==> src/rtl/grid_bilinear_interpolator_unit_macros.svh <==
// assertion macros for the grid bilinear interpolator
`ifndef GRID_BILINEAR_INTERPOLATOR_UNIT_MACROS_SVH
`define GRID_BILINEAR_INTERPOLATOR_UNIT_MACROS_SVH

// same-cycle implication, checked on every rising edge out of reset
`define GBI_ASSERT_SAME(lbl, clk, rst_n, ante, cons) \
	lbl: assert property (@(posedge clk) disable iff (!rst_n) (ante) |-> (cons)) \
		else $error("gbi same-cycle check failed");

// next-cycle implication
`define GBI_ASSERT_NEXT(lbl, clk, rst_n, ante, cons) \
	lbl: assert property (@(posedge clk) disable iff (!rst_n) (ante) |=> (cons)) \
		else $error("gbi next-cycle check failed");

`endif

==> src/rtl/gbi_pkg.sv <==
// shared types, codes and constants of the grid bilinear interpolator
package gbi_pkg;

	// default capacities
	localparam int MAX_STRIKES_DEF    = 16;
	localparam int MAX_MATURITIES_DEF = 16;

	// field widths
	localparam int COUNT_W = 5;
	localparam int MODE_W  = 2;
	localparam int POS_W   = 4;
	localparam int VAL_W   = 32;
	localparam int STAT_W  = 2;
	localparam int CFG_IDX_W = 1;

	// serial unit widths and step counts
	localparam int NUM_W     = 49;
	localparam int DEN_W     = 33;
	localparam int STEP_W    = 6;
	localparam int DIV_STEPS = 49;
	localparam int MUL_STEPS = 32;

	// item modes
	localparam logic [MODE_W-1:0] MODE_LOAD_STRIKE   = 2'd0;
	localparam logic [MODE_W-1:0] MODE_LOAD_MATURITY = 2'd1;
	localparam logic [MODE_W-1:0] MODE_LOAD_CELL     = 2'd2;
	localparam logic [MODE_W-1:0] MODE_QUERY         = 2'd3;

	// result status codes
	localparam logic [STAT_W-1:0] ST_OK         = 2'd0;
	localparam logic [STAT_W-1:0] ST_EMPTY      = 2'd1;
	localparam logic [STAT_W-1:0] ST_ZERO_WIDTH = 2'd2;
	localparam logic [STAT_W-1:0] ST_SATURATED  = 2'd3;

	// register indexes
	localparam logic [CFG_IDX_W-1:0] REG_STRIKE_COUNT   = 1'd0;
	localparam logic [CFG_IDX_W-1:0] REG_MATURITY_COUNT = 1'd1;

	typedef enum logic {
		AR_OP_DIV,
		AR_OP_MUL
	} arith_op_t;

	typedef enum logic [1:0] {
		AR_IDLE,
		AR_RUN,
		AR_NEG,
		AR_OUT
	} ar_state_t;

	typedef enum logic [3:0] {
		SQ_IDLE,
		SQ_AX_START,
		SQ_SCAN_RD,
		SQ_SCAN_CMP,
		SQ_W_LO,
		SQ_W_HI,
		SQ_W_SET,
		SQ_GRID_RD,
		SQ_GRID_CAP,
		SQ_B_SET,
		SQ_AR_GO,
		SQ_AR_WAIT,
		SQ_OUT
	} seq_state_t;

	typedef enum logic [2:0] {
		PH_TX,
		PH_TY,
		PH_R1,
		PH_R2,
		PH_RES
	} phase_t;

	// request to the shared arithmetic unit
	typedef struct packed {
		logic                     start;
		arith_op_t                op;
		logic signed [NUM_W-1:0]  opa;
		logic signed [DEN_W-1:0]  opb;
		logic signed [VAL_W-1:0]  base;
	} arith_req_t;

	// response from the shared arithmetic unit
	typedef struct packed {
		logic                     done;
		logic                     sat;
		logic signed [VAL_W-1:0]  value;
	} arith_rsp_t;

endpackage

==> src/rtl/gbi_arith.sv <==
// shared serial divider and multiplier with final saturation
module gbi_arith (
	input  logic                clk,
	input  logic                arst_n,
	input  gbi_pkg::arith_req_t req,
	output gbi_pkg::arith_rsp_t rsp
);

	gbi_pkg::ar_state_t state_q;
	gbi_pkg::arith_op_t op_q;
	logic [gbi_pkg::STEP_W-1:0] cnt_q;
	logic neg_q;
	logic [33:0] hi_q;
	logic [gbi_pkg::NUM_W-1:0] lo_q;
	logic [gbi_pkg::DEN_W-1:0] mb_q;
	logic signed [gbi_pkg::VAL_W-1:0] base_q;
	logic signed [65:0] fix_q;
	logic done_q;
	logic sat_q;
	logic signed [gbi_pkg::VAL_W-1:0] value_q;

	logic is_div;
	logic [34:0] add_a;
	logic [34:0] add_b;
	logic [34:0] sum;
	logic ge;
	logic [64:0] prod;
	logic signed [50:0] pre;

	// the one shared adder: trial subtract or accumulate
	always_comb begin
		is_div = (op_q == gbi_pkg::AR_OP_DIV);
		add_a  = is_div ? {1'b0, hi_q[32:0], lo_q[gbi_pkg::NUM_W-1]} : {1'b0, hi_q};
		add_b  = is_div ? ~{2'b0, mb_q} : (lo_q[0] ? {2'b0, mb_q} : 35'd0);
		sum    = add_a + add_b + {34'd0, is_div};
		ge     = !sum[34];
		prod   = {hi_q[32:0], lo_q[31:0]};
		if (is_div) begin
			pre = fix_q[50:0];
		end else begin
			pre = {fix_q[65], fix_q[65:16]} + {{19{base_q[31]}}, base_q};
		end
	end

	// control
	always_ff @(posedge clk or negedge arst_n) begin
		if (!arst_n) begin
			state_q <= gbi_pkg::AR_IDLE;
			done_q  <= 1'b0;
		end else begin
			done_q <= 1'b0;
			case (state_q)
				gbi_pkg::AR_IDLE: begin
					if (req.start) begin
						state_q <= gbi_pkg::AR_RUN;
					end
				end
				gbi_pkg::AR_RUN: begin
					if (cnt_q == gbi_pkg::STEP_W'(1)) begin
						state_q <= gbi_pkg::AR_NEG;
					end
				end
				gbi_pkg::AR_NEG: begin
					state_q <= gbi_pkg::AR_OUT;
				end
				gbi_pkg::AR_OUT: begin
					state_q <= gbi_pkg::AR_IDLE;
					done_q  <= 1'b1;
				end
				default: begin
					state_q <= gbi_pkg::AR_IDLE;
				end
			endcase
		end
	end

	// datapath: load magnitudes, one bit a cycle, sign, clamp
	always_ff @(posedge clk) begin
		case (state_q)
			gbi_pkg::AR_IDLE: begin
				if (req.start) begin
					op_q   <= req.op;
					base_q <= req.base;
					neg_q  <= req.opa[gbi_pkg::NUM_W-1] ^ req.opb[gbi_pkg::DEN_W-1];
					lo_q   <= req.opa[gbi_pkg::NUM_W-1] ? gbi_pkg::NUM_W'(-req.opa) : req.opa;
					mb_q   <= req.opb[gbi_pkg::DEN_W-1] ? gbi_pkg::DEN_W'(-req.opb) : req.opb;
					hi_q   <= '0;
					cnt_q  <= (req.op == gbi_pkg::AR_OP_DIV) ?
						gbi_pkg::STEP_W'(gbi_pkg::DIV_STEPS) : gbi_pkg::STEP_W'(gbi_pkg::MUL_STEPS);
				end
			end
			gbi_pkg::AR_RUN: begin
				cnt_q <= cnt_q - 1'b1;
				if (is_div) begin
					hi_q <= ge ? sum[33:0] : {hi_q[32:0], lo_q[gbi_pkg::NUM_W-1]};
					lo_q <= {lo_q[gbi_pkg::NUM_W-2:0], ge};
				end else begin
					hi_q <= sum[34:1];
					lo_q <= {17'd0, sum[0], lo_q[31:1]};
				end
			end
			gbi_pkg::AR_NEG: begin
				if (is_div) begin
					fix_q <= neg_q ? -$signed({17'd0, lo_q}) : $signed({17'd0, lo_q});
				end else begin
					fix_q <= neg_q ? -$signed({1'b0, prod}) : $signed({1'b0, prod});
				end
			end
			gbi_pkg::AR_OUT: begin
				if (pre > 51'sd2147483647) begin
					value_q <= 32'sh7fffffff;
					sat_q   <= 1'b1;
				end else if (pre < -51'sd2147483648) begin
					value_q <= 32'sh80000000;
					sat_q   <= 1'b1;
				end else begin
					value_q <= pre[31:0];
					sat_q   <= 1'b0;
				end
			end
			default: begin
			end
		endcase
	end

	assign rsp.done  = done_q;
	assign rsp.sat   = sat_q;
	assign rsp.value = value_q;

endmodule

==> config.mk <==
export PLATFORM = sky130hd
export DESIGN_NAME = gbi_arith
export DESIGN_NICKNAME = d
export VERILOG_FILES = /design/src/rtl/grid_bilinear_interpolator_unit_macros.svh /design/src/rtl/gbi_pkg.sv /design/src/rtl/gbi_arith.sv
export SDC_FILE = /design/constraint.sdc
export NUM_CORES = 1
export LEC_CHECK = 0
export ABC_AREA = 1
export BUFFER_PORTS_ARGS = -buffer_cell sky130_fd_sc_hd__buf_2
export CAP_MARGIN = 10
export CELL_PAD_IN_SITES_DETAIL_PLACEMENT = 1
export CELL_PAD_IN_SITES_GLOBAL_PLACEMENT = 1
export CORE_ASPECT_RATIO = 1.5
export CORE_UTILIZATION = 35
export CTS_BUF_LIST = sky130_fd_sc_hd__clkbuf_8
export DETAILED_ROUTE_END_ITERATION = 8
export PLACE_DENSITY = 0.77
export SYNTH_ARGS = -nofsm -noshare
export SYNTH_HDL_FRONTEND = slang
export SYNTH_SLANG_ARGS = --single-unit
==> constraint.sdc <==
create_clock -name clk -period 24.5 [get_ports clk]
set_input_delay 6.125 -clock clk [delete_from_list [all_inputs] [get_ports clk]]
set_output_delay 6.125 -clock clk [all_outputs]
set_load 0.02 [all_outputs]
==> key figures <==
Status
  – Outcome: complete, but fails checks
  – Violated checks: DRC

Power
  – Power per cell area: 126 nW/um^2
  – Switching pwr: approximately 1.6 mW
  – Peak supply drop: between 0.00005 and 0.00006 V
  – Sw Ratio: about 51%
  – Cell internal pwr: about 1.5 mW
  – Lkg Pwr: between 10 and 15 nW
  – Clock power frac: 14.1%
  – Seq pwr share: a little under a third
  – Power Total: 3.07 mW
  – Comb pwr share: 55.6%

Logic synthesis
  – Synthesized area: about 22000 um^2
  – Mux cell area share after synthesis: 0%
  – Sequential-to-total area share from yosys stat: approximately a third
  – XOR/XNOR share of the synthesized area: 5.92%
  – Most numerous cell in the Yosys netlist: nand2_1
  – Largest cells by area after synthesis: edfxtp_1 (35%), nand2_1 (14%), inv_1 (6.9%)
  – Mapped Cells: 3086
  – Ys Warns: 0
  – Synth Flop Type: edfxtp_1
  – Post-synth ARST share: 1.16%
  – Simple-gate share of the synthesized area: between 20% and 30%
  – Synth area leader: edfxtp_1
  – Post-synth EDFFs: roughly 260
  – Adder-Cell Fraction of Synth Area: under 10%
  – Compound-gate portion of the synthesized area: approximately 15%
  – Syn_area_per_cell: approximately 7.1 um^2
  – FF+latch count, synth: 258
  – Main combinational cell family by area after synthesis: simple AND/OR/NAND/NOR gates
  – Post-synth top cells: nand2_1 (812), inv_1 (403), nor2_1 (303), edfxtp_1 (255), o21ai_0 (250)
  – Share of the synthesized area in the top cell type: around a third
  – Synth unique cells: between 60 and 70
  – Syn nets: approximately 3300

Floorplan
  – Die area: 63600 um^2
  – CORE AREA: about 60000 um^2
  – Die H: 308 um
  – FP Rows: 111
  – Chip width: slightly above 200 um
  – # IOs: approximately 150
  – Initial Util: a little over a third

CTS
  – H-tree depth: 2
  – Worst-Skew Late Latency: around 0.65 ns
  – Clock sinks: between 200 and 300
  – CTS Root Cell: clkbuf_8
  – Post-cts sizing count: 0
  – Hold bufs inserted after CTS: 0
  – Post-CTS setup buffers: 0
  – CTS tree: yes
  – Clock transition at path regs: roughly 0.060 ns
  – Max Buffers Root-to-Sink: 3
  – CTS Buf Count: 47

Global routing
  – Congestion Overflow GR: 0
  – Met3 usage: under 10%
  – Initial antenna violation count: 1
  – M1 GR Usage: between 20% and 30%
  – Gr busiest metal: met2
  – Vias in the first global route: 22300
  – Largest net degree at the start of global routing: ~190
  – First-pass GRT wire length: between 100 and 150 mm
  – GRT Total Usage: 24.6%
  – Met2 Use GR: about 45%

Timing
  – Max Fclk: 0.122 GHz
  – Final Max Slew Viols: 0
  – Tcrit/Tclk final: about 33%
  – Final Hold Vio Count: 0
  – Rel. slew slack: a little over a quarter
  – RSZ-0062 raised after global routing: false
  – Post-route setup TNS: 0 ns
  – Worst slew pin tran: roughly 1.1 ns
  – Setup skew after layout: about 0.033 ns
  – Post-layout min period: approximately 8.2 ns
  – Finish-stage setup viols: 0

Drt
  – WL/cell: 19.2 um
  – Number of DRC markers in iteration 0: ~1100
  – Vias: 21400
  – Drt pass-1 iters: 7
  – Routed wire length: 77.4 mm
  – DRC: 16
  – ANT nets after route: 0
  – Via/cell ratio: roughly 5.3

Worst hold path
  – Hold Crit Start: cnt_q[5]
  – Hold worst-path end: cnt_q[5]
  – Min-Delay Path Depth: 2
  – Min-Delay Path Class: register to register

Run
  – Max-cap violations: 0

Place
  – I/O Buffers: around 150
  – GPL Wtd Cong: 0.987
  – Area after DPL: ~23000 um^2
  – Detail Placement HPWL: about 63 mm

Critical path
  – Slowest-stage cell, CP: nor2_1
  – Worst flop-to-flop path endpoint: hi_q[1]
  – CP max stage delay: about 0.24 ns
  – Crit path max fanout: 4
  – Crit path DAT: around 8.5 ns
  – Buf/Inv on CP: 4
  – Top cell family by delay on the critical path: simple AND/OR/NAND/NOR gates
  – Worst Path Required: 24.85 ns
  – Crit path launch type: input port
  – Origin of the critical flop-to-flop path: op_q
  – R2R setup slack: ~19 ns
  – Crit path cell chain: buf_2, inv_1, ha_1, inv_1, nor3_2, nand3_1, nor2_1, inv_1, nor2_1, nand2_1, nor2_1, nand4_1, o21ai_2, o21ai_0, o21ai_1, o21ai_0
  – CP endpoint kind: register
  – Setup CP Type: input port to register
  – R2r worst-path depth: 18

Final layout
  – Fin area: ~24000 um^2
  – Fillers: 7939
  – Final net count: about 3400
  – P&R area growth vs syn: 11.1%
  – Ratio of cells with drive above 1 in the final layout: 9.72%
cells by family (layout without fill, tap and decap cells):
| group | count (synthesis) | count (layout) |
|---|---|---|
| flops | 258 | 258 |
| fa+ha+maj | 94 | 94 |
| simple gates | 1491 | 1491 |
| compound gates | 578 | 578 |
| xor+xnor | 148 | 148 |
| other cells | 0 | 1 |
| buf+inv | 517 | 671 |
routing by layer:
| metal | share of wire, % | wire (um) |
|---|---|---|
| met3 | 3.1 | 2400 |
| met4 | 5.6 | 4330 |
| met2 | 52 | 39900 |
| met5 | 0 | 0 |
| met1 | 40 | 30800 |
state kept, by name, indices dropped and copies added, names as in the netlist, 2 cells and up:
register  flops
fix_q        66
lo_q         49
hi_q         34
mb_q         33
base_q       32
value_q      32
cnt_q         6
state_q       2
worst min-delay path: stages, from the launching register on:
cell,delay (ns)
edfxtp_1,0.37
a21oi_1,0.07
o21ai_0,0.07
per-stage QoR:
stage | utilization, % | worst slack [ns] | instances | hold slack (ns)
after floorplan | - | 14.32 | 3086 | 0.451
after global placement | 38.0 | 15.87 | 3946 | 0.586
after detailed placement | 38.0 | 15.66 | 3946 | 0.596
after CTS | 39.5 | 16.35 | 4031 | 0.612
after global routing | 39.5 | 16.06 | 4032 | 0.634
final | 39.5 | 16.33 | 4032 | 0.620
power by group through the flow:
stage | Combinational (mW) | Clock [mW] | Sequential [mW]
after floorplan | 1.17 | 0 | 0.904
after global placement | 1.67 | 0 | 0.928
after detailed placement | 1.70 | 0 | 0.932
after CTS | 1.71 | 0.444 | 0.925
after global routing | 1.89 | 0.457 | 0.946
final | 1.71 | 0.432 | 0.927
final cells by class:
type                    instances  area (um^2)  area share [%]
diodes                          1         2.50          0.0103
clock buffers                  51          702            2.89
clock inverters                34          258            1.06
inverters                     418         1570            6.47
multi-input cells            2311        12200            50.0
flip-flops and latches        258         7730            31.8
well taps                     791          990            4.07
repair buffers                168          896            3.68
worst max-delay path by stage:
stage | endpoint | depth (start not counted) | from
global route | lo_q[28] | 16 | req[65]
global placement | lo_q[42] | 16 | req[65]
CTS | lo_q[38] | 16 | req[65]
floorplan | cnt_q[0] | 2 | req[115]
detailed placement | lo_q[38] | 16 | req[65]
finish | lo_q[38] | 16 | req[65]
cells in the final DEF (no fill, tap or decap), drive strengths merged, types with 39 or more instances in the layout:
master | synthesis | layout
nor2 | 312 | 312
clkbuf | 68 | 51
inv | 417 | 432
nor3 | 59 | 59
nand3 | 186 | 186
a21oi | 166 | 166
nand2 | 820 | 820
nand4 | 39 | 39
edfxtp | 255 | 255
xnor2 | 57 | 57
o21ai | 286 | 286
ha | 91 | 91
xor2 | 91 | 91
buf | 31 | 168
Power figures use the tool's default switching activity.
