$ cat config.mk
export PLATFORM = sky130hd
export DESIGN_NAME = gbi_ram
export DESIGN_NICKNAME = d
export VERILOG_FILES = /design/src/rtl/grid_bilinear_interpolator_unit_macros.svh /design/src/rtl/gbi_pkg.sv /design/src/rtl/gbi_ram.sv
export SDC_FILE = /design/constraint.sdc
export NUM_CORES = 1
export LEC_CHECK = 0
export BUFFER_PORTS_ARGS = -buffer_cell sky130_fd_sc_hd__buf_2
export CELL_PAD_IN_SITES_DETAIL_PLACEMENT = 0
export CELL_PAD_IN_SITES_GLOBAL_PLACEMENT = 2
export CORE_UTILIZATION = 45
export CTS_CLUSTER_DIAMETER = 40
export DETAILED_ROUTE_END_ITERATION = 12
export HOLD_SLACK_MARGIN = 0.12
export PLACE_DENSITY_LB_ADDON = 0.1
export SYNTH_ARGS = -nofsm -noshare
export SYNTH_HDL_FRONTEND = slang
export SYNTH_SLANG_ARGS = --single-unit
$ cat constraint.sdc
create_clock -name clk -period 7.25 [get_ports clk]
set_clock_uncertainty 0.05 [all_clocks]
set_input_delay 0.725 -clock clk [delete_from_list [all_inputs] [get_ports clk]]
set_output_delay 0.725 -clock clk [all_outputs]
set_load 0.02 [all_outputs]
$ cat src/rtl/grid_bilinear_interpolator_unit_macros.svh
// assertion macros for the grid bilinear interpolator
`ifndef GRID_BILINEAR_INTERPOLATOR_UNIT_MACROS_SVH
`define GRID_BILINEAR_INTERPOLATOR_UNIT_MACROS_SVH

// same-cycle implication, checked on every rising edge out of reset
`define GBI_ASSERT_SAME(lbl, clk, rst_n, ante, cons) \
	lbl: assert property (@(posedge clk) disable iff (!rst_n) (ante) |-> (cons)) \
		else $error("gbi same-cycle check failed");

// next-cycle implication
`define GBI_ASSERT_NEXT(lbl, clk, rst_n, ante, cons) \
	lbl: assert property (@(posedge clk) disable iff (!rst_n) (ante) |=> (cons)) \
		else $error("gbi next-cycle check failed");

`endif

$ cat src/rtl/gbi_pkg.sv
// shared types, codes and constants of the grid bilinear interpolator
package gbi_pkg;

	// default capacities
	localparam int MAX_STRIKES_DEF    = 16;
	localparam int MAX_MATURITIES_DEF = 16;

	// field widths
	localparam int COUNT_W = 5;
	localparam int MODE_W  = 2;
	localparam int POS_W   = 4;
	localparam int VAL_W   = 32;
	localparam int STAT_W  = 2;
	localparam int CFG_IDX_W = 1;

	// serial unit widths and step counts
	localparam int NUM_W     = 49;
	localparam int DEN_W     = 33;
	localparam int STEP_W    = 6;
	localparam int DIV_STEPS = 49;
	localparam int MUL_STEPS = 32;

	// item modes
	localparam logic [MODE_W-1:0] MODE_LOAD_STRIKE   = 2'd0;
	localparam logic [MODE_W-1:0] MODE_LOAD_MATURITY = 2'd1;
	localparam logic [MODE_W-1:0] MODE_LOAD_CELL     = 2'd2;
	localparam logic [MODE_W-1:0] MODE_QUERY         = 2'd3;

	// result status codes
	localparam logic [STAT_W-1:0] ST_OK         = 2'd0;
	localparam logic [STAT_W-1:0] ST_EMPTY      = 2'd1;
	localparam logic [STAT_W-1:0] ST_ZERO_WIDTH = 2'd2;
	localparam logic [STAT_W-1:0] ST_SATURATED  = 2'd3;

	// register indexes
	localparam logic [CFG_IDX_W-1:0] REG_STRIKE_COUNT   = 1'd0;
	localparam logic [CFG_IDX_W-1:0] REG_MATURITY_COUNT = 1'd1;

	typedef enum logic {
		AR_OP_DIV,
		AR_OP_MUL
	} arith_op_t;

	typedef enum logic [1:0] {
		AR_IDLE,
		AR_RUN,
		AR_NEG,
		AR_OUT
	} ar_state_t;

	typedef enum logic [3:0] {
		SQ_IDLE,
		SQ_AX_START,
		SQ_SCAN_RD,
		SQ_SCAN_CMP,
		SQ_W_LO,
		SQ_W_HI,
		SQ_W_SET,
		SQ_GRID_RD,
		SQ_GRID_CAP,
		SQ_B_SET,
		SQ_AR_GO,
		SQ_AR_WAIT,
		SQ_OUT
	} seq_state_t;

	typedef enum logic [2:0] {
		PH_TX,
		PH_TY,
		PH_R1,
		PH_R2,
		PH_RES
	} phase_t;

	// request to the shared arithmetic unit
	typedef struct packed {
		logic                     start;
		arith_op_t                op;
		logic signed [NUM_W-1:0]  opa;
		logic signed [DEN_W-1:0]  opb;
		logic signed [VAL_W-1:0]  base;
	} arith_req_t;

	// response from the shared arithmetic unit
	typedef struct packed {
		logic                     done;
		logic                     sat;
		logic signed [VAL_W-1:0]  value;
	} arith_rsp_t;

endpackage

$ cat src/rtl/gbi_ram.sv
// single-port-write, registered-read memory
module gbi_ram #(
	parameter int DEPTH = 16,
	parameter int AW    = $clog2(DEPTH)
) (
	input  logic                     clk,
	input  logic                     we,
	input  logic [AW-1:0]            waddr,
	input  logic [gbi_pkg::VAL_W-1:0] wdata,
	input  logic [AW-1:0]            raddr,
	output logic [gbi_pkg::VAL_W-1:0] rdata
);

	logic [gbi_pkg::VAL_W-1:0] mem [DEPTH];
	logic [gbi_pkg::VAL_W-1:0] rdata_q;

	// write port
	always_ff @(posedge clk) begin
		if (we) begin
			mem[waddr] <= wdata;
		end
	end

	// registered read port
	always_ff @(posedge clk) begin
		rdata_q <= mem[raddr];
	end

	assign rdata = rdata_q;

endmodule

==> results by group, run 1 <==
Synthesis
  – Synthesized area: 19,900 um^2
  – YS warnings: 0
  – Seq/Total Area, Yosys: 0.807
  – Post-synth cell types: 18
  – Synthesized area per cell: about 24 um^2
  – Post-synth top area cell: edfxtp_1
  – Ranking of synthesized cells by area: edfxtp_1 (77%), mux4_2 (15%), dfxtp_1 (3.2%), a22oi_1 (2.4%), nand2_1 (0.62%)
  – Syn nets: between 800 and 900
  – Mapped Cells: 838
  – Top-area cell type share of the netlist area: 0.774
  – #FFs+latches synth: 544

STA
  – Fin. Hold Viols: 0
  – Final setup vio count: 0
  – Worst slew pin tran: 1.05 ns
  – Final period utilization: 0.380
  – Slew HR: 0.299
  – Max Fclk: 363 MHz
  – Final min period: 2.76 ns
  – RSZ-0062 raised after global routing: no
  – Final max-slew violation count: 0
  – Setup TNS: 0 ns

Placement
  – Gp weighted congestion: between 0.7 and 0.8
  – I/O Buffers: 73
  – HPWL Detailed: 20,700 um
  – Cells after DPL: between 1,000 and 1,500

Clock tree
  – Total CTS buffers: 77
  – Reg clk slew, reported paths: 0.05 ns
  – CTS tree: yes
  – Clock sink count: 544
  – Root buffer cell: clkbuf_16
  – Setup Buffers After CTS: 0
  – CTS Buffer Depth: 3
  – CTS resizes: 0
  – CTS hold repair buffers: 0
  – CTS H-tree lvls: 3
  – Insertion delay to the later sink of the worst-skew pair: 0.58 ns

Setup path
  – Largest stage delay on the critical path: 0.86 ns
  – CP Cell Sequence: clkbuf_8 > buf_4 > mux4_2 > a22oi_1 > nand2_1
  – Setup Crit Path Kind: in -> reg
  – CP Data Arrival Time: 3.17 ns
  – Critical Path RT: between 7 and 8 ns
  – CP Launch Type: input pin
  – CP endpoint kind: flip-flop
  – Slowest cell on crit path: buf_4
  – Worst Path Max Fanout: 64

Detailed routing
  – Routed via count: ~9,000
  – WL final: 43,600 um
  – Pre-antenna DRT Iters: 5
  – Per-cell routed wire length: 26.9 um
  – Drt drc: 0
  – Post-route ant nets: 0
  – DRT iter0 DRCs: between 600 and 700
  – Via-per-instance ratio: 5.55

Global route
  – Largest net degree at the start of global routing: 70
  – Gr ovfl total: 0
  – First-pass GRT wire length: 63,400 um
  – Vias in the first global route: 9,747
  – Initial antenna violation count: 2
  – GRT Util Overall: 0.203

Finish
  – Share of post-route cells with drive strength above 1: 0.361
  – Register area: 16,000 um^2
  – Layout area overhead: 19.4%
  – Layout Cells excl Fill: 1,617
  – Nets: 1,012
  – Multi-input combinational cell area: 3750 um^2
  – # fillers: 3,244

Power and ir drop
  – Final Power: 0.00763 W
  – PD cells: 322 nW/um^2
  – Max IR drop VDD: 0.195 mV
  – Leak: between 7 and 8 nW

Outcome
  – Run status: finished, final reports clean

Floorplan
  – Die W: about 210 um
  – Starting density of the core: 0.459
  – Die footprint: 45,000 um^2
  – Die H: 212 um
  – Num rows: 76
  – I/O pin cnt: 74
  – Core Footprint: approximately 43,000 um^2

Flow run
  – Max Cap Viol: 0

Min path
  – Hold/Removal Path Class: in -> reg
## state kept, by name (all words and copies together), names as in the netlist
name / count
mem: 512
rdata: 32
## Yosys cell counts (all sizes together)
library cell,n
nand3,1
a22oi,64
or3b,1
buf,26
nand2b,2
nand3b,2
edfxtp,512
nor2,13
dfxtp,32
and2,1
nor3,4
clkbuf,17
nand2,33
mux4,128
nor2b,2
## logic make-up after synthesis
| kind of cell | count (synthesis) | share of synthesized area |
|---|---|---|
| mux | 128 | 0.145 |
| flops | 544 | 0.807 |
| buf+inv | 43 | 0.0112 |
| compound gates | 64 | 0.0242 |
| simple gates | 59 | 0.0127 |
## per-layer routing
| layer | GRT usage | vias up | wire length (um) |
|---|---|---|---|
| li1 | - | 3865 | - |
| met1 | 0.261 | 4803 | 17900 |
| met2 | 0.351 | 227 | 22800 |
| met3 | 0.0427 | 72 | 2070 |
| met4 | 0.0557 | 2 | 834 |
| met5 | 0 | - | 10 |
## metrics by stage
stage	instance area [um^2]	hold WS, ns	utilization	setup WS [ns]
after floorplan	19900	0.585	-	3.30
after global placement	21000	0.596	0.486	3.84
after detailed placement	21000	0.608	0.486	3.79
after CTS	23700	0.428	0.548	4.41
after global routing	23700	0.446	0.548	4.21
final	23700	0.467	0.548	4.49
## final cells by class
type | instances | area share
flip-flops and latches | 544 | 0.676
diodes | 1 | 0.000106
multi-input cells | 251 | 0.158
well taps | 585 | 0.0309
repair buffers | 96 | 0.0232
clock inverters | 53 | 0.0267
clock buffers | 87 | 0.0851
## cells in the final DEF (no fill, tap or decap)
cell type / n
edfxtp_1: 512
mux4_2: 128
clkbuf_16: 79
buf_2: 71
a22oi_1: 64
nand2_1: 33
dfxtp_1: 32
buf_4: 24
nor2_4: 13
bufinv_16: 11
clkinv_2: 10
inv_6: 9
clkbuf_1: 7
clkinvlp_4: 7
clkinv_1: 6
clkinv_4: 6
nor3_2: 4
inv_8: 4
nor2b_4: 2
nand3b_1: 2
nand2b_1: 2
clkbuf_8: 2
diode_2: 1
and2_2: 1
nand3_1: 1
or3b_2: 1
## path summary, 6_finish.rpt
kind | startpoint | end | slack [ns] | cells after the start
max | raddr[0] | rdata[27] | 4.49 | 5
min | wdata[9] | mem[14][9] | 0.47 | 1
max reg2reg | mem[3][16] | rdata[16] | 5.84 | 3
min reg2reg | mem[14][6] | rdata[6] | 0.61 | 3
## report_power, final
| part | internal (W) | leakage [nW] | total, W | switching, W |
|---|---|---|---|---|
| registers | 0.00352 | 4.89 | 0.00354 | 0.0000201 |
| clock network | 0.00242 | 1.28 | 0.00377 | 0.00135 |
| logic | 0.000124 | 1.55 | 0.000321 | 0.000198 |
## worst max-delay path, delay by kind of cell
family | cells | cell delay (ns)
buffers and inverters | 2 | 1.43
multiplexers | 1 | 0.59
AO/OA/AOI/OAI | 1 | 0.24
AND/OR/NAND/NOR | 1 | 0.08
Note: power is estimated with default switching activity, not from simulation.
==> inputs of run 2 (changes only) <==
==> constraint.sdc (replaced) <==
create_clock -name clk -period 2.7 [get_ports clk]
set_clock_uncertainty 0.05 [all_clocks]
set_input_delay 0.27 -clock clk [delete_from_list [all_inputs] [get_ports clk]]
set_output_delay 0.27 -clock clk [all_outputs]
set_load 0.02 [all_outputs]
==> results by group, run 2 (synthesized netlist as in run 1, its figures left out) <==
STA
  – Max Fclk: 629 MHz
  – Final period utilization: 0.589
  – Final setup vio count: 0 (unchanged)
  – Slew HR: 0.529 (was 0.299)
  – RSZ-0062 raised after global routing: no (unchanged)
  – Final min period: 1.59 ns
  – Setup TNS: 0 ns (unchanged)
  – Final max-slew violation count: 0 (unchanged)
  – Worst slew pin tran: 0.705 ns (was 1.05 ns)
  – Fin. Hold Viols: 0 (unchanged)

Detailed routing
  – Pre-antenna DRT Iters: 7 (was 5)
  – DRT iter0 DRCs: 747 (was 604)
  – Per-cell routed wire length: 26.4 um (was 26.9 um)
  – Via-per-instance ratio: 5.62 (was 5.55)
  – Post-route ant nets: 0 (unchanged)
  – WL final: 43,800 um (was 43,600 um)
  – Drt drc: 0 (unchanged)
  – Routed via count: 9,350 (was 8,969)

Clock tree
  – Total CTS buffers: 75 (was 77)
  – Root buffer cell: clkbuf_16 (unchanged)
  – CTS Buffer Depth: 3 (unchanged)
  – CTS H-tree lvls: 3 (unchanged)
  – Reg clk slew, reported paths: 0.05 ns (about the same)
  – CTS tree: yes (unchanged)
  – CTS resizes: 0 (unchanged)
  – Insertion delay to the later sink of the worst-skew pair: 0.58 ns (about the same)
  – Clock sink count: 544 (unchanged)

Outcome
  – Run status: finished, final reports clean (unchanged)

Floorplan
  – Num rows: 76 (unchanged)
  – Starting density of the core: 0.459 (unchanged)
  – Core Footprint: 43,300 um^2 (unchanged)
  – Die W: 212 um (unchanged)
  – I/O pin cnt: 74 (unchanged)
  – Die footprint: 45,000 um^2 (unchanged)
  – Die H: 212 um (unchanged)

Global route
  – Initial antenna violation count: 2 (unchanged)
  – First-pass GRT wire length: 65,500 um (was 63,400 um)
  – Largest net degree at the start of global routing: 34 (was 70)
  – Gr ovfl total: 0 (unchanged)
  – GRT Util Overall: 0.206 (was 0.203)
  – Vias in the first global route: 10,000 (was 9,747)

Finish
  – Layout Cells excl Fill: 1,663 (was 1,617)
  – Multi-input combinational cell area: 3770 um^2 (was 3750 um^2)
  – Nets: 1,059 (was 1,012)
  – Share of post-route cells with drive strength above 1: 0.351 (was 0.361)
  – # fillers: 3,222 (was 3,244)
  – Layout area overhead: 22.1% (was 19.4%)
  – Max reg flops: 512 (unchanged)
  – Register area: 16,000 um^2 (unchanged)
  – Reg with most FFs: mem (unchanged)
  – Commonest non-fill, non-tap cells in the layout: edfxtp_1 (512), mux4_2 (128), clkbuf_16 (79), buf_2 (71), a22oi_1 (64) (unchanged)
  – Most common cell after layout, fill and taps aside: edfxtp_1 (unchanged)

Setup path
  – R2R depth: 3 (unchanged)
  – CP Launch Type: input pin (unchanged)
  – Worst Path Max Fanout: 20 (was 64)
  – Reg2reg start: mem[0][19] (was mem[3][16])
  – Critical Path RT: 2.91 ns (was 7.66 ns)
  – CP Cell Sequence: buf_2 > nand3b_1 > nor2_4 > buf_12 (was clkbuf_8 > buf_4 > mux4_2 > a22oi_1 > nand2_1)
  – Slowest cell on crit path: nor2_4 (was buf_4)
  – Setup slack, reg-to-reg: 1.17 ns (was 5.84 ns)
  – Setup Crit Path Kind: in -> reg (unchanged)
  – CP endpoint kind: flip-flop (unchanged)
  – Worst r2r dst: rdata[19] (was rdata[16])
  – CP Data Arrival Time: 1.80 ns (was 3.17 ns)
  – Largest stage delay on the critical path: 0.68 ns (was 0.86 ns)

Placement
  – HPWL Detailed: 24,200 um (was 20,700 um)
  – I/O Buffers: 73 (unchanged)
  – Cells after DPL: 1,493 (was 1,476)
  – Gp weighted congestion: 0.724 (was 0.714)

Power and ir drop
  – Leak: 7.94 nW (was 7.73 nW)
  – PD cells: 832 nW/um^2 (was 322 nW/um^2)
  – Max IR drop VDD: 0.678 mV (was 0.195 mV)
  – Final Power: 0.0202 W (was 0.00763 W)

Min path
  – Hold endpoint: rdata[18] (was mem[14][9])
  – Hold depth: 4 (was 1)
  – Hold/Removal Path Class: in -> reg (unchanged)
  – Min-delay src: raddr[2] (was wdata[9])

Flow run
  – Max Cap Viol: 0 (unchanged)
-- run 2: per-stage QoR --
step	util	worst slack (ns)	area [um^2]	hold slack, ns
2_1_floorplan	-	0.0720	19900	0.319
3_3_place_gp	0.495	0.555	21400	0.588
3_5_place_dp	0.495	0.493	21400	0.603
4_1_cts	0.560	1.10	24200	0.162
5_1_grt	0.560	1.07	24200	0.178
6_report	0.560	1.11	24200	0.171
-- run 2: how the worst max path moves through the flow --
stage / start / endpoint / slack, ns / depth (start not counted)
6_report: waddr[2] / mem[10][27] / 1.11 / 4
2_1_floorplan: waddr[2] / mem[1][0] / 0.07 / 2
3_3_place_gp: waddr[2] / mem[9][27] / 0.55 / 4
3_5_place_dp: waddr[2] / mem[9][22] / 0.49 / 4
4_1_cts: waddr[2] / mem[9][27] / 1.10 / 4
5_1_grt: waddr[2] / mem[9][27] / 1.07 / 4
-- run 2: area by class of cell --
class / instances / area share
timing repair buffer: 145 / 0.0499
multi-input combinational: 251 / 0.156
sequential: 544 / 0.661
clock inverter: 41 / 0.0190
clock buffer: 95 / 0.0841
antenna: 2 / 0.000207
tap: 585 / 0.0302
-- run 2: report_power, final --
| part | switching, W | internal, W | total, W |
|---|---|---|---|
| registers | 0.0000552 | 0.00945 | 0.00950 |
| logic | 0.000570 | 0.000392 | 0.000961 |
| clock network | 0.00362 | 0.00608 | 0.00970 |
| total | 0.00425 | 0.0159 | 0.0202 |
-- run 2: per-layer routing --
| metal | global-route usage | wire [um] |
|---|---|---|
| met5 | 0 | 0 |
| met4 | 0.0620 | 707 |
| met3 | 0.0430 | 2770 |
| met2 | 0.331 | 21800 |
| met1 | 0.285 | 18600 |
-- run 2: critical path, delay by kind of cell --
family / cells / cell delay (ns)
simple gates: 2 / 1.08
buf+inv: 2 / 0.42
-- run 2: timing repair --
item	CTS	global route
buffers inserted	0	0
hold buffers	32	0
endpoints found under the hold margin	512	0
==> inputs of run 3 (changes only) <==
==> constraint.sdc (replaced) <==
create_clock -name clk -period 1.4 [get_ports clk]
set_clock_uncertainty 0.05 [all_clocks]
set_input_delay 0.14 -clock clk [delete_from_list [all_inputs] [get_ports clk]]
set_output_delay 0.14 -clock clk [all_outputs]
set_load 0.02 [all_outputs]
==> results by group, run 3 (synthesized netlist as in run 1, its figures left out) <==
Outcome
  – Run status: finished, final reports clean (unchanged)

Placement
  – I/O Buffers: 73 (unchanged)
  – DP Area: 22,100 um^2 (was 21,400 um^2)
  – Worst slack, placed: -0.281 ns (was 0.493 ns)
  – Gp weighted congestion: 0.722 (was 0.724)
  – HPWL Detailed: 24,700 um (was 24,200 um)

STA
  – RSZ-0062 raised after global routing: no (unchanged)
  – Max Fclk: ~740 MHz
  – PnR worst setup slack: 0.0556 ns (was 1.11 ns)
  – Fin. Hold Viols: 0 (unchanged)
  – Worst slew pin tran: 0.548 ns (was 0.705 ns)
  – Final min period: 1.34 ns
  – Final period utilization: 0.960
  – Slew HR: 0.634 (was 0.529)
  – Final setup vio count: 0 (unchanged)
  – Final max-slew violation count: 0 (unchanged)

Setup path
  – CP Launch Type: flip-flop (was input pin)
  – CP Buf/Inv Count: 1 (was 2)
  – CP endpoint kind: primary output (was flip-flop)
  – R2R depth: 3 (unchanged)
  – Critical Path RT: 1.21 ns (was 2.91 ns)
  – Worst Path Max Fanout: 1 (was 20)
  – Slowest cell on crit path: dfxtp_1 (was nor2_4)
  – Setup slack, reg-to-reg: 0.06 ns (was 1.17 ns)
  – WP depth: 1 (was 4)
  – Reg2reg start: mem[3][7] (was mem[0][19])
  – Worst r2r dst: rdata[7] (was rdata[19])
  – CP top delay family: flip-flops (was simple AND/OR/NAND/NOR gates)
  – Largest stage delay on the critical path: 0.38 ns (was 0.68 ns)
  – CP Data Arrival Time: 1.15 ns (was 1.80 ns)
  – CP Cell Sequence: buf_2 (was buf_2 > nand3b_1 > nor2_4 > buf_12)
  – Setup Crit Path Kind: reg -> out (was in -> reg)

Finish
  – Share of post-route cells with drive strength above 1: 0.387 (was 0.351)
  – Max reg flops: 512 (unchanged)
  – Nets: 1,104 (was 1,059)
  – ANT cells: 0 (was 2)
  – Reg with most FFs: mem (unchanged)
  – # fillers: 3,137 (was 3,222)
  – Layout area overhead: 26.0% (was 22.1%)
  – Commonest non-fill, non-tap cells in the layout: edfxtp_1 (512), mux4_2 (128), clkbuf_16 (74), buf_2 (71), a22oi_1 (61) (was edfxtp_1 (512), mux4_2 (128), clkbuf_16 (79), buf_2 (71), a22oi_1 (64))
  – Most common cell after layout, fill and taps aside: edfxtp_1 (unchanged)
  – Design Area, Final: 25,000 um^2 (was 24,200 um^2)

Global route
  – Gr ovfl total: 0 (unchanged)
  – First-pass GRT wire length: 65,100 um (was 65,500 um)
  – Largest net degree at the start of global routing: 49 (was 34)
  – GRT Util Overall: 0.205 (was 0.206)
  – Initial antenna violation count: 1 (was 2)
  – Vias in the first global route: 10,200 (was 10,000)

Power and ir drop
  – Net Sw Frac: 0.211 (about the same)
  – Gate power share: 0.050 (was 0.048)
  – Max IR drop VDD: 0.935 mV (was 0.678 mV)
  – Reg power frac: 0.463 (was 0.471)
  – Clock power share: 0.487 (was 0.481)
  – NetSw: 0.00834 W (was 0.00425 W)
  – PD cells: 1580 nW/um^2 (was 832 nW/um^2)
  – Leak: 8.32 nW (was 7.94 nW)
  – Internal Pwr Total: 0.0312 W (was 0.0159 W)

Floorplan
  – Die W: 212 um (unchanged)
  – Core Footprint: 43,300 um^2 (unchanged)
  – Starting density of the core: 0.459 (unchanged)
  – I/O pin cnt: 74 (unchanged)
  – Die H: 212 um (unchanged)
  – Num rows: 76 (unchanged)
  – Die footprint: 45,000 um^2 (unchanged)

Clock tree
  – Root buffer cell: clkbuf_16 (unchanged)
  – Reg clk slew, reported paths: 0.06 ns (was 0.05 ns)
  – Clock sink count: 544 (unchanged)
  – CTS Buffer Depth: 3 (unchanged)
  – Insertion delay to the later sink of the worst-skew pair: 0.59 ns (was 0.58 ns)
  – Setup Buffers After CTS: 0 (unchanged)
  – Total CTS buffers: 74 (was 75)
  – CTS tree: yes (unchanged)
  – CTS H-tree lvls: 3 (unchanged)

Min path
  – Hold/Removal Path Class: in -> reg (unchanged)
  – Min-delay src: waddr[3] (was raddr[2])
  – Hold depth: 4 (unchanged)
  – Hold endpoint: mem[0][8] (was rdata[18])

Detailed routing
  – Via-per-instance ratio: 5.54 (was 5.62)
  – DRT iter0 DRCs: 878 (was 747)
  – Post-route ant nets: 0 (unchanged)
  – Drt drc: 0 (unchanged)
  – WL final: 43,800 um (about the same)
  – Routed via count: 9,464 (was 9,350)
  – Pre-antenna DRT Iters: 5 (was 7)
  – Per-cell routed wire length: 25.7 um (was 26.4 um)

Flow run
  – Max Cap Viol: 0 (unchanged)
-- run 3: worst max-delay path by stage --
| stage | endpoint | startpoint |
|---|---|---|
| global route | rdata[16] | mem[3][16] |
| floorplan | mem[0][0] | waddr[2] |
| finish | rdata[7] | rdata[7] |
| CTS | rdata[12] | mem[11][12] |
| detailed placement | rdata[12] | raddr[0] |
| global placement | rdata[8] | raddr[0] |
-- run 3: stage by stage --
stage               hold WS [ns]   util  TNS [ns]  total power (W)  std cells
finish                     0.143  0.578         0           0.0396       1707
global placement           0.442  0.510    -46.06           0.0205       1536
CTS                        0.127  0.578         0           0.0399       1707
floorplan                  0.189      -    -86.65           0.0197        838
detailed placement         0.469  0.510    -55.83           0.0206       1536
global route               0.154  0.578         0           0.0407       1707
-- run 3: final cells by class --
class	count	area, um^2	area share
Sequential cell	544	16000	0.640
Tap cell	585	732	0.0293
Timing Repair Buffer	191	1890	0.0755
Clock buffer	82	1890	0.0756
Clock inverter	54	679	0.0272
Multi-Input combinational cell	251	3810	0.152
-- run 3: metal layers --
metal	global-route usage	wire, um	up-vias
met5	0	11	-
met4	0.0615	744	2
met3	0.0377	2560	64
met2	0.326	21400	274
met1	0.291	19000	5070
li1	-	-	4054
-- run 3: power by group through the flow --
| stage | combinational (W) | clock, W | sequential, W |
|---|---|---|---|
| 3_5_place_dp | 0.00193 | 0 | 0.0187 |
| 6_report | 0.00197 | 0.0193 | 0.0183 |
| 3_3_place_gp | 0.00189 | 0 | 0.0186 |
| 2_1_floorplan | 0.000923 | 0 | 0.0188 |
| 5_1_grt | 0.00213 | 0.0203 | 0.0183 |
| 4_1_cts | 0.00202 | 0.0196 | 0.0183 |
-- run 3: what timing repair did --
| item | CTS | global route |
|---|---|---|
| endpoints found under the hold margin | 555 | 0 |
| resized for setup | 0 | 3 |
| hold buffers | 35 | 0 |
| setup endpoints to repair | 0 | 3 |
